$ cat src/rtl/mscrc_pkg.sv
// Shared types, algorithm codes and CRC update functions for the CRC engine.
package mscrc_pkg;

	// Algorithm select codes
	localparam logic [2:0] ALG_NONE  = 3'd0;
	localparam logic [2:0] ALG_CRC8  = 3'd1;
	localparam logic [2:0] ALG_MODBUS = 3'd2;
	localparam logic [2:0] ALG_CCITT = 3'd3;
	localparam logic [2:0] ALG_CRC32 = 3'd4;

	// Configuration register indexes
	localparam logic [1:0] REG_ALGORITHM  = 2'd0;
	localparam logic [1:0] REG_BIG_ENDIAN = 2'd1;

	// Polynomials and seeds
	localparam logic [7:0]  POLY_CRC8   = 8'h07;
	localparam logic [15:0] POLY_MODBUS = 16'hA001;
	localparam logic [15:0] POLY_CCITT  = 16'h1021;
	localparam logic [31:0] POLY_CRC32  = 32'hEDB88320;
	localparam logic [15:0] SEED_16     = 16'hFFFF;
	localparam logic [31:0] SEED_32     = 32'hFFFFFFFF;

	// One finished frame, handed from front to back
	typedef struct packed {
		logic [31:0] value;
		logic        match;
		logic [1:0]  last_idx;   // number of result bytes minus one
		logic        has_bytes;  // low for algorithm none
		logic        big_endian;
	} rec_t;

	function automatic logic [31:0] init_value(input logic [2:0] alg);
		logic [31:0] v;
		begin
			case (alg)
				ALG_MODBUS, ALG_CCITT: v = {16'h0000, SEED_16};
				ALG_CRC32: v = SEED_32;
				default: v = 32'h0000_0000;
			endcase
			return v;
		end
	endfunction

	// One byte through the selected CRC, bitwise form unrolled over eight steps
	function automatic logic [31:0] crc_update(input logic [2:0] alg, input logic [31:0] c,
			input logic [7:0] b);
		logic [7:0]  c8;
		logic [15:0] c16;
		logic [31:0] c32;
		logic [31:0] r;
		begin
			c8  = c[7:0] ^ b;
			c16 = c[15:0];
			c32 = c ^ {24'h000000, b};
			r   = c;
			case (alg)
				ALG_CRC8: begin
					for (int i = 0; i < 8; i++)
						c8 = c8[7] ? ({c8[6:0], 1'b0} ^ POLY_CRC8) : {c8[6:0], 1'b0};
					r = {24'h000000, c8};
				end
				ALG_MODBUS: begin
					c16 = c16 ^ {8'h00, b};
					for (int i = 0; i < 8; i++)
						c16 = c16[0] ? ({1'b0, c16[15:1]} ^ POLY_MODBUS) : {1'b0, c16[15:1]};
					r = {16'h0000, c16};
				end
				ALG_CCITT: begin
					c16 = c16 ^ {b, 8'h00};
					for (int i = 0; i < 8; i++)
						c16 = c16[15] ? ({c16[14:0], 1'b0} ^ POLY_CCITT) : {c16[14:0], 1'b0};
					r = {16'h0000, c16};
				end
				ALG_CRC32: begin
					for (int i = 0; i < 8; i++)
						c32 = c32[0] ? ({1'b0, c32[31:1]} ^ POLY_CRC32) : {1'b0, c32[31:1]};
					r = c32;
				end
				default: r = c;
			endcase
			return r;
		end
	endfunction

endpackage

$ cat src/rtl/multi_standard_crc_engine.sv
// Multi-standard CRC engine: one byte per cycle in, 0 to 4 result bytes out per frame.
// Input: one item per cycle; its CRC byte update is done in the cycle it is taken; full
// (input stall) is raised only while FIFO_DEPTH finished frames wait on the output side.
// Output: with nothing queued, a frame's first result shows the cycle after its frame end
// is taken; a frame yields 1, 2 or 4 results, one per cycle, paced by pop.
// Reset (arst_n low, asynchronous) clears registers, the queue and the open frame.
module multi_standard_crc_engine #(
	parameter int FIFO_DEPTH = 4
) (
	input  logic        clk,
	input  logic        arst_n,
	input  logic        cfg_we,
	input  logic [1:0]  cfg_index,
	input  logic [2:0]  cfg_data,
	input  logic        push,
	output logic        full,
	input  logic [7:0]  data_byte,
	input  logic        has_byte,
	input  logic        frame_end,
	input  logic [31:0] expected_crc,
	output logic        empty,
	input  logic        pop,
	output logic [7:0]  crc_byte,
	output logic        byte_valid,
	output logic        last_of_run,
	output logic [31:0] crc_value,
	output logic        crc_match
);

	localparam int REC_W = $bits(mscrc_pkg::rec_t);

	logic [2:0]      alg_q;
	logic            be_q;
	logic            rec_push;
	logic            rec_pop;
	logic            q_empty;
	mscrc_pkg::rec_t rec_in;
	mscrc_pkg::rec_t rec_out;
	logic [REC_W-1:0] rec_out_bits;

	// Configuration registers
	always_ff @(posedge clk or negedge arst_n) begin
		if (!arst_n) begin
			alg_q <= mscrc_pkg::ALG_NONE;
			be_q  <= 1'b0;
		end else if (cfg_we) begin
			case (cfg_index)
				mscrc_pkg::REG_ALGORITHM:  alg_q <= cfg_data;
				mscrc_pkg::REG_BIG_ENDIAN: be_q  <= cfg_data[0];
				default: ;
			endcase
		end
	end

	mscrc_front u_front (
		.clk          (clk),
		.arst_n       (arst_n),
		.alg          (alg_q),
		.big_endian   (be_q),
		.take         (push && !full),
		.data_byte    (data_byte),
		.has_byte     (has_byte),
		.frame_end    (frame_end),
		.expected_crc (expected_crc),
		.rec_push     (rec_push),
		.rec          (rec_in)
	);

	mscrc_fifo #(
		.WIDTH (REC_W),
		.DEPTH (FIFO_DEPTH)
	) u_fifo (
		.clk    (clk),
		.arst_n (arst_n),
		.push   (rec_push),
		.din    (rec_in),
		.pop    (rec_pop),
		.dout   (rec_out_bits),
		.full   (full),
		.empty  (q_empty)
	);

	assign rec_out = mscrc_pkg::rec_t'(rec_out_bits);
	assign empty   = q_empty;

	mscrc_back u_back (
		.clk         (clk),
		.arst_n      (arst_n),
		.rec_avail   (!q_empty),
		.rec         (rec_out),
		.take        (pop),
		.rec_pop     (rec_pop),
		.crc_byte    (crc_byte),
		.byte_valid  (byte_valid),
		.last_of_run (last_of_run),
		.crc_value   (crc_value),
		.crc_match   (crc_match)
	);

`ifndef NO_ASSERTIONS
	// A frame end request, once taken, is visible on the result side in the next cycle
	a_frame_out: assert property (@(posedge clk) disable iff (!arst_n)
		push && !full && frame_end |=> !empty)
		else $error("finished frame not queued");

	// Taking a result that is not the last one leaves the rest of the frame waiting
	a_run_cont: assert property (@(posedge clk) disable iff (!arst_n)
		pop && !empty && !last_of_run |=> !empty)
		else $error("frame results lost mid-run");

	// A result without a byte is the single, matching, zero result of algorithm none
	a_none_res: assert property (@(posedge clk) disable iff (!arst_n)
		!empty && !byte_valid |-> last_of_run && crc_match && (crc_value == 32'h0000_0000))
		else $error("bad result for algorithm none");

	// Within a run, the value and match flag stay fixed across its bytes
	a_run_stable: assert property (@(posedge clk) disable iff (!arst_n)
		pop && !empty && !last_of_run |=> $stable(crc_value) && $stable(crc_match))
		else $error("frame value changed mid-run");
`endif

endmodule

$ cat src/rtl/mscrc_front.sv
// Front end: takes frame bytes, keeps the running CRC, queues finished frames.
module mscrc_front (
	input  logic               clk,
	input  logic               arst_n,
	input  logic [2:0]         alg,
	input  logic               big_endian,
	input  logic               take,
	input  logic [7:0]         data_byte,
	input  logic               has_byte,
	input  logic               frame_end,
	input  logic [31:0]        expected_crc,
	output logic               rec_push,
	output mscrc_pkg::rec_t    rec
);

	logic [31:0] crc_q;
	logic        open_q;
	logic [31:0] crc_base;
	logic [31:0] crc_next;

	// Restart at the seed on the first request of a frame
	assign crc_base = open_q ? crc_q : mscrc_pkg::init_value(alg);
	assign crc_next = has_byte ? mscrc_pkg::crc_update(alg, crc_base, data_byte) : crc_base;

	always_ff @(posedge clk or negedge arst_n) begin
		if (!arst_n) begin
			crc_q  <= 32'h0000_0000;
			open_q <= 1'b0;
		end else if (take) begin
			crc_q  <= crc_next;
			open_q <= !frame_end;
		end
	end

	// Finished value, byte count and match for the frame record
	always_comb begin
		rec.big_endian = big_endian;
		rec.has_bytes  = 1'b1;
		unique case (alg)
			mscrc_pkg::ALG_CRC8: begin
				rec.value    = {24'h000000, crc_next[7:0]};
				rec.last_idx = 2'd0;
			end
			mscrc_pkg::ALG_MODBUS, mscrc_pkg::ALG_CCITT: begin
				rec.value    = {16'h0000, crc_next[15:0]};
				rec.last_idx = 2'd1;
			end
			mscrc_pkg::ALG_CRC32: begin
				rec.value    = ~crc_next;
				rec.last_idx = 2'd3;
			end
			default: begin
				rec.value     = 32'h0000_0000;
				rec.last_idx  = 2'd0;
				rec.has_bytes = 1'b0;
			end
		endcase
		rec.match = !rec.has_bytes || (rec.value == expected_crc);
	end

	assign rec_push = take && frame_end;

endmodule

$ cat src/rtl/mscrc_fifo.sv
// Small flop-based queue between the front and back ends.
module mscrc_fifo #(
	parameter int WIDTH = 37,
	parameter int DEPTH = 4     // power of two, at least 2
) (
	input  logic             clk,
	input  logic             arst_n,
	input  logic             push,
	input  logic [WIDTH-1:0] din,
	input  logic             pop,
	output logic [WIDTH-1:0] dout,
	output logic             full,
	output logic             empty
);

	localparam int AW = $clog2(DEPTH);

	logic [WIDTH-1:0] mem_q [DEPTH];
	logic [AW:0]      wr_q;
	logic [AW:0]      rd_q;

	assign empty = (wr_q == rd_q);
	assign full  = (wr_q[AW-1:0] == rd_q[AW-1:0]) && (wr_q[AW] != rd_q[AW]);
	assign dout  = mem_q[rd_q[AW-1:0]];

	// Pointers
	always_ff @(posedge clk or negedge arst_n) begin
		if (!arst_n) begin
			wr_q <= '0;
			rd_q <= '0;
		end else begin
			if (push && !full)
				wr_q <= wr_q + 1'b1;
			if (pop && !empty)
				rd_q <= rd_q + 1'b1;
		end
	end

	// Storage
	always_ff @(posedge clk) begin
		if (push && !full)
			mem_q[wr_q[AW-1:0]] <= din;
	end

endmodule

$ cat src/rtl/mscrc_back.sv
// Back end: splits each queued frame record into its result bytes.
module mscrc_back (
	input  logic            clk,
	input  logic            arst_n,
	input  logic            rec_avail,
	input  mscrc_pkg::rec_t rec,
	input  logic            take,
	output logic            rec_pop,
	output logic [7:0]      crc_byte,
	output logic            byte_valid,
	output logic            last_of_run,
	output logic [31:0]     crc_value,
	output logic            crc_match
);

	logic [1:0] idx_q;
	logic [1:0] pos;
	logic       last;

	assign last = (idx_q == rec.last_idx);
	assign pos  = rec.big_endian ? (rec.last_idx - idx_q) : idx_q;

	// Byte counter within the current frame
	always_ff @(posedge clk or negedge arst_n) begin
		if (!arst_n)
			idx_q <= 2'd0;
		else if (take && rec_avail)
			idx_q <= last ? 2'd0 : idx_q + 2'd1;
	end

	// Byte pick
	always_comb begin
		case (pos)
			2'd0: crc_byte = rec.value[7:0];
			2'd1: crc_byte = rec.value[15:8];
			2'd2: crc_byte = rec.value[23:16];
			default: crc_byte = rec.value[31:24];
		endcase
	end

	assign rec_pop     = take && rec_avail && last;
	assign byte_valid  = rec.has_bytes;
	assign last_of_run = last;
	assign crc_value   = rec.value;
	assign crc_match   = rec.match;

endmodule

$ cat config.mk
export PLATFORM = sky130hd
export DESIGN_NAME = multi_standard_crc_engine
export DESIGN_NICKNAME = d
export VERILOG_FILES = /design/src/rtl/mscrc_pkg.sv /design/src/rtl/multi_standard_crc_engine.sv /design/src/rtl/mscrc_front.sv /design/src/rtl/mscrc_fifo.sv /design/src/rtl/mscrc_back.sv
export SDC_FILE = /design/constraint.sdc
export NUM_CORES = 1
export LEC_CHECK = 0
export BUFFER_PORTS_ARGS = -buffer_cell sky130_fd_sc_hd__buf_2
export CORE_UTILIZATION = 56
export DETAILED_ROUTE_END_ITERATION = 6
export PLACE_DENSITY = 0.78
export SYNTH_ARGS = -nofsm -noshare
export SYNTH_HDL_FRONTEND = slang
export SYNTH_SLANG_ARGS = --single-unit
$ cat constraint.sdc
create_clock -name clk -period 4.24 [get_ports clk]
set_clock_uncertainty 0.2 [all_clocks]
set_input_delay 0.848 -clock clk [delete_from_list [all_inputs] [get_ports clk]]
set_output_delay 0.848 -clock clk [all_outputs]
set_load 0.01 [all_outputs]
; Word-level counts from Yosys, hierarchy flattened
; Memory sizes are Yosys's and may differ from the RTL's.
; Index checks and enable logic that the tools add are counted.
[word_totals]
mem_count = 1
input_bits = 52
out_inout_bits = 45
ramBits = 148
elab_cells = 123
reg_bits = 45
[memory_table]
columns = memory, depth, word_bits, read_ports, rd_clocked_by_memory_dff, write_ports, line
row1 = u_fifo.mem_q, 4, 37, 1, 0, 1, mscrc_fifo.sv:18  ; logic [WIDTH-1:0] mem_q [DEPTH];
[classes]
reduce_logical = 18
eq_ne = 12
muxes = 44
add_sub_neg = 4
bitwise = 37
[op_table]
columns = cell, count
row1 = 32-bit two-way mux, 10
row2 = 16-bit two-way mux, 8
row3 = 32-bit case mux with 4 select lines, 1
row4 = 13-bit NOT with 14-bit output, 8
row5 = 13-bit two-way mux, 8
row6 = 32-bit case mux with 3 select lines, 1
row7 = 32-bit case mux with 2 select lines, 1
row8 = 3-bit NOT, 16
row9 = 32-bit == test, 1
row10 = 32-bit NOT, 1
row11 = 32-bit by 8-bit bitwise XOR with 32-bit output, 1
row12 = 3-bit two-way mux, 8
row13 = 2-bit NOT with 3-bit output, 8
row14 = 8-bit case mux with 3 select lines, 1
row15 = 16-bit bitwise XOR, 1
row16 = 16-bit by 8-bit bitwise XOR with 16-bit output, 1
row17 = 8-bit bitwise XOR, 1
row18 = 1-bit logical AND, 7
row19 = 3-bit by 1-bit adder with 3-bit output (second input constant), 2
row20 = 3-bit by 2-bit == test with 1-bit output (second input constant), 2
row21 = 2-bit by 1-bit == test with 1-bit output (second input constant), 2
row22 = 2-bit == test, 2
row23 = 1-bit zero test, 4
row24 = 2-bit zero test, 2
row25 = other kinds (14), 18

; Depth between registers and ports, before layout
; Gate-level depths: netlist of the first run.
[logic_depth]
word_depth = 27
depth_mapped = 17
ltp_nobuf = 12

; By module
; A second synthesis of the first run with hierarchy kept.
[hier_totals]
cells_unflattened = 1193
area_unflattened_um2 = 13050.0
[modules_own_cells]
columns = module, instances, cells_per_inst, seq_area_each_um2, area_each_um2
row1 = mscrc_front, 1, 876, 825.8, 6417.4
row2 = mscrc_fifo, 1, 243, 4594.4, 5838.1
row3 = mscrc_back, 1, 62, 50.0, 613.1
row4 = multi_standard_crc_engine, 1, 12, 100.1, 181.4

; Worst setup path after synthesis of the first run
; OpenSTA, ideal clock, no wires.
[synth_path]
kind = reg2out
from = register u_fifo.rd_q[0]
to = output port crc_byte[0]
setup_slack_ns = -0.316
path_stages_with_launch = 9
t_arrival_ns = 3.508
path_buffers = 2
required_time_ns = 3.192
path_cell_list = dfrtp_1 -> buf_1 -> buf_1 -> mux4_2 -> inv_1 -> ha_1 -> mux2i_1 -> inv_1 -> mux4_2
[synth_between]
elab_chain_len = 5
elab_cells_between_ends = 7
cone_classes = add/sub (1) / eq/ne (2) / mux (2) / reduce/logical (1) / memory (1)
[synth_rtl]
columns = element, line
row1 = from (decl), mscrc_fifo.sv:20  ; logic [AW:0] rd_q;
row2 = from (signal assigned), mscrc_fifo.sv:35  ; rd_q <= rd_q + 1'b1;
row3 = memory read 4 x 37 bit (*), n/a
row4 = 2-bit subtractor, mscrc_back.sv:21  ; assign pos = rec.big_endian ? (rec.last_idx - idx_q) : idx_q;
row5 = 2-bit two-way mux, mscrc_back.sv:21
row6 = "2-bit == test, or another cell as far along", mscrc_back.sv:33  ; case (pos)
row7 = 8-bit case mux with 3 select lines (*), mscrc_back.sv:33
row8 = to (decl), multi_standard_crc_engine.sv:23  ; output logic [7:0] crc_byte,
; Mark *: on every way between the ends. The rest lies on a longest branch, timed or not.

==> results of run 1 <==
-- stage by stage --
stage          total power [uW]  worst slack, ns
4_1_cts                   14200          -0.0844
3_5_place_dp              12300           -0.302
5_1_grt                   15200          -0.0463
3_3_place_gp              12100           -0.222
6_report                  14600           0.0396
2_1_floorplan              8400          0.00323
-- per-layer routing --
layer | share of wire [%] | wire length (um) | vias to the layer above
li1 | - | - | 5017
met1 | 36 | 18500 | 5703
met2 | 45 | 23100 | 929
met3 | 12 | 5950 | 218
met4 | 7.7 | 3950 | 0
met5 | 0 | 0 | -
-- power breakdown --
part	switching [uW]	internal, uW	leakage (uW)	total, uW
Sequential	441	2570	0.00193	3010
Clock	923	817	0.000300	1740
Combinational	5290	4570	0.00434	9860
-- synthesized netlist by cell type, drive strengths merged, types with 23 or more instances --
master / count / area (um^2)
xnor2: 89 / 806
a21oi: 72 / 360
edfxtp: 148 / 4440
o21ai: 71 / 355
clkbuf: 58 / 218
mux4: 45 / 1010
nand2: 118 / 445
dfrtp: 45 / 1130
nor2: 70 / 263
nand2b: 23 / 144
xor2: 45 / 394
buf: 30 / 148
-- registers in the layout, summed over array words and instances (netlist names) --
signal / cells
alg_q: 3
be_q: 1
u_back.idx_q: 2
u_fifo.mem_q: 148
u_fifo.rd_q: 3
u_fifo.wr_q: 3
u_front.crc_q: 32
u_front.open_q: 1
-- area by class of cell --
class,count,share of cell area [%]
inverters,23,0.570
repair buffers,350,15.2
well taps,280,2.19
clock inverters,15,1.23
multi-input cells,881,43.4
clock buffers,17,2.65
flip-flops and latches,193,34.8
-- logic make-up after synthesis --
group,share of synthesized area (%)
and+or+nand+nor,13.4
AOI/OAI and AO/OA,15.7
DFF,43.5
xor gates and xnor gates,12.9
buffers and inverters,3.53
muxes,10.3
adders and majority gates,0.587
-- worst paths after layout --
kind	startpoint	end	slack, ns	depth (start not counted)
max	alg_q[2]$_DFFE_PN0P_	u_fifo.mem_q[3][4]$_DFFE_PP_	0.04	18
min	arst_n	u_fifo.wr_q[1]$_DFFE_PN0P_	0.16	1
max reg2reg	alg_q[2]$_DFFE_PN0P_	u_fifo.mem_q[3][4]$_DFFE_PP_	0.04	18
min reg2reg	u_front.crc_q[22]$_DFFE_PN0P_	u_front.crc_q[22]$_DFFE_PN0P_	0.30	2
max in group asynchronous	arst_n	u_front.crc_q[31]$_DFFE_PN0P_	2.78	2
min in group clk	u_front.crc_q[22]$_DFFE_PN0P_	u_front.crc_q[22]$_DFFE_PN0P_	0.30	2
-- repair_timing --
item                                    CTS  global route
hold endpoints to repair                  0             0
endpoints found under the setup margin    4            10
gates resized for setup                  14            23
hold buffers                              0             0
buffers inserted                         15             6
pin swaps                                17            18
==> run summary, run 1 <==
Relative to the synthesized area, the layout overhead comes to 25.2%. Share of the yosys chip area belonging to registers: 43.5%. The tool flagged a number of max-cap violations equal to 0.

Global routing used 11.5% of the available met3 tracks. Setup repair after global routing could not meet its margin everywhere. At the end of the flow the core is filled with cells to 72.5%. The logs give 0 for the global route total overflow and 577 uV for the peak supply drop. Among all flip-flop cells after synthesis, the most frequent one is edfxtp_1.

For the yosys synthesis warning count, the log shows 0. For this run, global-route usage on met2 was measured as 70.6%. By instance count, the cell type seen most on the critical path is buf_4. Global routing consumed, on the met1 layer, 56.0% of the routing resources. The global routing usage summed across all routing layers came out at 45.0%. The worst setup path is launched from a flop. On the critical path, the stage with the largest delay is an instance of dfrtp_1. Yosys mapped a number of flops with a built-in enable equal to 148. The logs give 22100 um^2 for the total core area and 4 for the depth of the CTS H-tree. Entering global routing, the biggest net connects 39 pins. The placed wire-length estimate was 38200 um; the leakage component of the power was 0.00657 uW. The number of top-level pins was 97; the number of global-route vias before repair was 11600.

Counting both buffers and inverters, the worst setup path holds a total of 7. CTS saw 193 sinks. Leaving out fill and tap cells, the most frequent cell in the layout is buf_4.

The worst setup path is captured at a flop. After clock tree synthesis, the clock-pin slew on the worst setup and hold paths is 0.10 ns. In the final layout, the share of cells above drive strength 1 is 33.4%.

In the layout the commonest cells are 247 x buf_4, 148 x edfxtp_1, 117 x nand2_1, 96 x buf_2, 84 x xnor2_1. For the worst-skew pair, the clock arrives at the later sink with an insertion delay of 0.46 ns. The final cycle utilization of the critical path came out at 99.1%.

After detailed routing, the number of remaining DRC violations is 0. The ratio of total power to cell area was 911 nW/um^2. The area of all placed cells without fillers is 16000 um^2. From left edge to right edge, the die measures 153 um. A synthesized cell averages 10.8 um^2. The logs give 51500 um for the final routed wirelength across all metal layers and 0 for the final-report hold violation count. Buffers placed on the I/O ports in this run total 96. The post-synthesis register bit count is 193.

The finished layout holds 1759 standard cells, fillers aside. The share of synthesized flip-flops with an asynchronous set or reset came out at 23.3%. Along the worst path, the maximum fanout reaches 5. Measured along the y axis, the die boundary spans 153 um. The worst setup path category was flop to flop. In this run the core area contains 54 standard-cell rows. The first detailed-routing pass took 7 iterations.

The kind of cell with the highest combined delay on the critical path was compound AO/OA/AOI/OAI gates. The tree is rooted in a clkbuf_16. The peak clock frequency supported by timing came out at 238 MHz. Setup total negative slack on the finished layout was measured at 0 ns. For the worst setup path, the data arrival time is 4.28 ns. Number of distinct library cells after synthesis: 92. Post-synthesis net count: 1243. The multi-input gate area in the final layout was 6960 um^2; the average routed wire per standard cell was 29.3 um. The logs give 12800 um^2 for the area of the mapped netlist and 57.9% for the initial standard-cell utilization of the core. For this block, the initial DRC count from the detailed router was 1410. TritonCTS built the clock tree. The signal on the critical path passes through or3b_4 -> inv_6 -> buf_6 -> o41a_1 -> buf_4 -> o211ai_1 -> buf_4 -> buf_4 -> a211oi_1 -> buf_4 -> or3b_1 -> o211ai_1 -> mux2i_1 -> buf_4 -> xnor2_1 -> o2111a_1 -> nand3_1 -> a21oi_2. Setup violations remaining at the end of the flow were counted as 0. The number of antenna violations at the first check in global routing came out at 0. The placed instance count was 1707. The run gives 0 as the post-route antenna net violation count. The clock passes through at most 2 buffers. At the pin with the least slew margin, the transition time is 0.793 ns. The placed standard-cell area is 15100 um^2. Net count of the finished layout: 1524. The routed layout has 11900 vias.

Data on the critical path is required at its endpoint by 4.32 ns. Headroom to the max-slew limit came out at 45.6%. For the gate count of the mapped netlist, the log shows 1185. The flow ran to the end, and the final reports show no timing, DRC or antenna violations. The area of the die came out at 23500 um^2.

The congestion estimate from routability-driven global placement came to 1.09. met2 is the most crowded layer. The min-delay analysis places its worst path in the category input pin to async pin. Across the whole layout, storage elements account for 5580 um^2.

Biggest cell delay along the critical path: 0.40 ns. The number of clock buffers inserted by TritonCTS came out at 17. In the routed layout, each cell is associated on average with a via count of 6.75. Final number of max-transition violations: 0.

The run gives 1552 as the number of fill cells. Counting I/O delays and the setup requirement, the final critical path takes 4.20 ns. The first global-routing pass estimated 75200 um of wire. 0 antenna diodes ended up in the layout. The worst slack on hold paths was 0.156 ns.
Power figures use the tool's default switching activity.
==> run 2, diff against run 1 <==
- PLACE_DENSITY: 0.78 -> 0.75
- clock period: 4.24 -> 4.1 ns (I/O delays scaled with it)
==> run 2 against run 1 <==
Effect of this change: the run now ends with negative setup slack left; global-route usage shrank 1.2 points; worst hold slack lost 0.091 ns; core utilization grew 0.70 points; highest routed layer unchanged; count of clock-buffer cells in the layout is the same; combinational power grew 5%; die area is the same; power grew 4.5%; wire length shrank 2.3%; final cell count grew 0.85%; setup slack lost 0.26 ns; critical endpoint is now u_fifo.mem_q[1][4]$_DFFE_PP_; sequential share of layout area shrank 0.35 points; register-to-register slack lost 0.26 ns.
==> run summary, run 2 (synthesis gave the netlist of run 1 again) <==
The run gives 0 as the number of remaining DRC errors. The worst path buffer plus inverter count came out at 2. The later pin in the worst-skew pair is clocked with a latency of 0.45 ns. The clock-pin slew on the worst setup and hold paths was 0.10 ns.

The headroom to the max-slew limit is 29.9%, and the final number of max-transition violations is 0. The logs give 17 for the number of clock buffers inserted by TritonCTS and 0 for the final-report hold violation count. Per report_power, the clock group accounts for 12.0% of the total. For this run, the post-layout net count is 1539.

The logic depth of the worst setup path including buffers is 13. The post-route antenna net violation count is 0. The die covers 23500 um^2. Endpoint of the most critical setup path: u_fifo.mem_q[1][4]$_DFFE_PP_. In this run the vertical extent of the chip is 153 um.

Global routing consumed, over all layers together, 43.7% of the routing resources. At the worst endpoint, the arrival time is 4.39 ns. The net switching component of the power was 6910 uW.

The type of the worst min-delay path is input pin to async pin. The initial standard-cell utilization of the core was 57.9%; the routability congestion estimate was 1.10. In this run the power density over the cells is 944 nW/um^2. The post-route netlist has 33.7% of its cells at a drive strength greater than 1. The number of buffers added to fix hold violations after cts came out at 0. Setup repair after global routing could not meet its margin everywhere.

The die is 153 um wide. IR analysis of the VDD net gives a maximum drop of 505 uV. The global route total overflow was 0; the number of DRC markers in iteration 0 was 1527. The total core area came out at 22100 um^2. The number of cells traversed by the worst register-to-register path was 13.

The critical register-to-register path startpoint is alg_q[0]$_DFFE_PN0P_. The worst setup path is captured at a flop. The run gives 68.1% as the combinational share of power. The worst-case setup margin in the final layout was -0.217 ns. The final routed wirelength across all metal layers is 50300 um.

Sequential cells account for 19.9% of the total power. Cell at the slowest stage of the critical path: or3b_4. TritonCTS built the clock tree. 0 antenna diodes ended up in the layout. For the pin with the worst max-slew slack, the measured transition is 1.05 ns. The most critical setup path has its startpoint at alg_q[0]$_DFFE_PN0P_.

The logs give -0.22 ns for the reg2reg setup slack and 0.00666 uW for the leakage component of the power. For this run, the share of the core covered by cells in the final layout is 73.2%. Cell internal power was estimated by the tool at 8360 uW. In the final timing run, aggregate negative setup slack is -0.861 ns. The critical path goes through or3b_4 -> inv_2 -> buf_4 -> o21ai_0 -> a222oi_1 -> o311ai_1 -> nor4_1 -> nand4_1 -> nor4_1 -> nand4_1 -> nor4_4 -> nand3_1 -> a21oi_2. The HPWL after detailed placement is 37800 um.

Total power for the finished layout comes to 15300 uW. Counting the fill cells in the layout gives 1554. Kind of cell with the highest combined delay on the critical path: simple AND/OR/NAND/NOR gates. The number of endpoints failing setup at the final stage was 4. Leading cell type in the layout, fill and taps excluded: buf_4. For this run, the top clock speed supported by timing is 232 MHz. The critical path data required time was 4.17 ns; the depth of the CTS H-tree was 4. The cell row count was 54. The endpoint identified for the worst register-to-register timing path is u_fifo.mem_q[1][4]$_DFFE_PP_.

The worst path needs 4.32 ns of the cycle, external delays included. The final reports fail on negative setup slack. By startpoint and endpoint, the worst setup path is classified as flop to flop.

In the layout the commonest cells are 262 x buf_4, 148 x edfxtp_1, 117 x nand2_1, 96 x buf_2, 85 x xnor2_1. The worst setup path is launched from a flop. The run finished, with violations left. The first global-routing pass estimated 73700 um of wire. The detailed-routing iteration count for the pre-antenna-repair pass is 6, and the average routed wire per standard cell is 28.4 um.

The tree is rooted in a clkbuf_16. The tool flagged a number of max-cap violations equal to 0. For this block, the via count after detailed routing is 11700. The count of buffers inserted at the top-level ports came out at 96. The number of antenna violations at the first check in global routing is 0. For this run, the slowest stage of the critical path takes 0.48 ns.

For the number of global-route vias before repair, the log shows 11600. The vias per cell came out at 6.62. The number of flip-flops in the largest register came out at 148. 97 I/O pins were placed. The final cycle utilization of the critical path was 105%; the switching share of power was 45.2%. Entering global routing, the biggest net connects 50 pins. In this run the worst path has a maximum fanout of 11. From synthesis to final layout, the design area changed by 26.4%. The tree built by TritonCTS fans out to 193 sinks. The tools report the number of buffers between clock root and the deepest sink as 2.
run 2: cell count changes in the layout (fill, tap and decap cells not counted), sizes merged:
cell | before | now
clkbuf | 17 | 18
buf | 350 | 363
inv | 30 | 34
clkinvlp | 0 | 1
clkinv | 8 | 4
run 2: power by group through the flow:
stage / registers, uW / clock network [uW] / logic [uW]
floorplan: 2860 / 0 / 5890
global placement: 3060 / 0 / 9640
detailed placement: 3080 / 0 / 9750
CTS: 3040 / 1840 / 9950
global route: 3060 / 1910 / 10900
finish: 3040 / 1840 / 10400
run 2: worst min-delay path by stage:
| stage | start | end | slack (ns) | cells after the start |
|---|---|---|---|---|
| 6_report | arst_n | u_front.crc_q[13]$_DFFE_PN0P_ | 0.07 | 1 |
| 5_1_grt | arst_n | u_fifo.wr_q[0]$_DFFE_PN0P_ | 0.09 | 1 |
| 4_1_cts | arst_n | u_front.crc_q[13]$_DFFE_PN0P_ | 0.07 | 1 |
| 3_5_place_dp | u_fifo.wr_q[2]$_DFFE_PN0P_ | u_fifo.wr_q[2]$_DFFE_PN0P_ | 0.29 | 1 |
| 3_3_place_gp | u_front.crc_q[22]$_DFFE_PN0P_ | u_front.crc_q[22]$_DFFE_PN0P_ | 0.27 | 2 |
| 2_1_floorplan | u_front.crc_q[23]$_DFFE_PN0P_ | u_front.crc_q[23]$_DFFE_PN0P_ | 0.25 | 2 |
run 2: worst reg2reg max path, cell delays in order, from the launching register on:
cell and delay [ns]:
dfrtp_1 0.40, or3b_4 0.48, inv_2 0.17, buf_4 0.24, o21ai_0 0.26, a222oi_1 0.48
o311ai_1 0.19, nor4_1 0.34, nand4_1 0.14, nor4_1 0.39, nand4_1 0.21, nor4_4 0.32
nand3_1 0.12, a21oi_2 0.20
run 2: routing by layer:
| metal | GRT usage [%] | up-vias | routed length (um) |
|---|---|---|---|
| met5 | 0 | - | 0 |
| met4 | 25.5 | 0 | 3500 |
| met3 | 8.48 | 208 | 5570 |
| met2 | 69.3 | 906 | 22600 |
| li1 | - | 5043 | - |
| met1 | 56.2 | 5583 | 18600 |
run 2: area by class of cell:
type                            instances  area [um^2]  area share (%)
Clock buffer                           17          425            2.63
Clock inverter                         15          218            1.35
Inverter                               23         95.1           0.588
Multi-Input combinational cell        881         6970            43.1
Sequential cell                       193         5570            34.4
Tap cell                              280          350            2.17
Timing Repair Buffer                  364         2550            15.7
Timing Repair inverter                  1         3.75          0.0232
run 2: per-stage QoR:
step / instance area (um^2) / std cells / setup WS [ns] / hold slack, ns
global placement: 15300 / 1728 / -0.391 / 0.269
detailed placement: 15300 / 1728 / -0.394 / 0.287
finish: 16200 / 1774 / -0.217 / 0.0653
CTS: 16100 / 1767 / -0.122 / 0.0678
floorplan: 12900 / 1185 / -0.0673 / 0.250
global route: 16200 / 1774 / -0.183 / 0.0903
run 2: what timing repair did:
item / CTS / global route
gates resized for setup: 15 / 9
pin swaps: 10 / 12
gates cloned: 1 / 0
buffers inserted: 6 / 7
setup endpoints to repair: 4 / 6
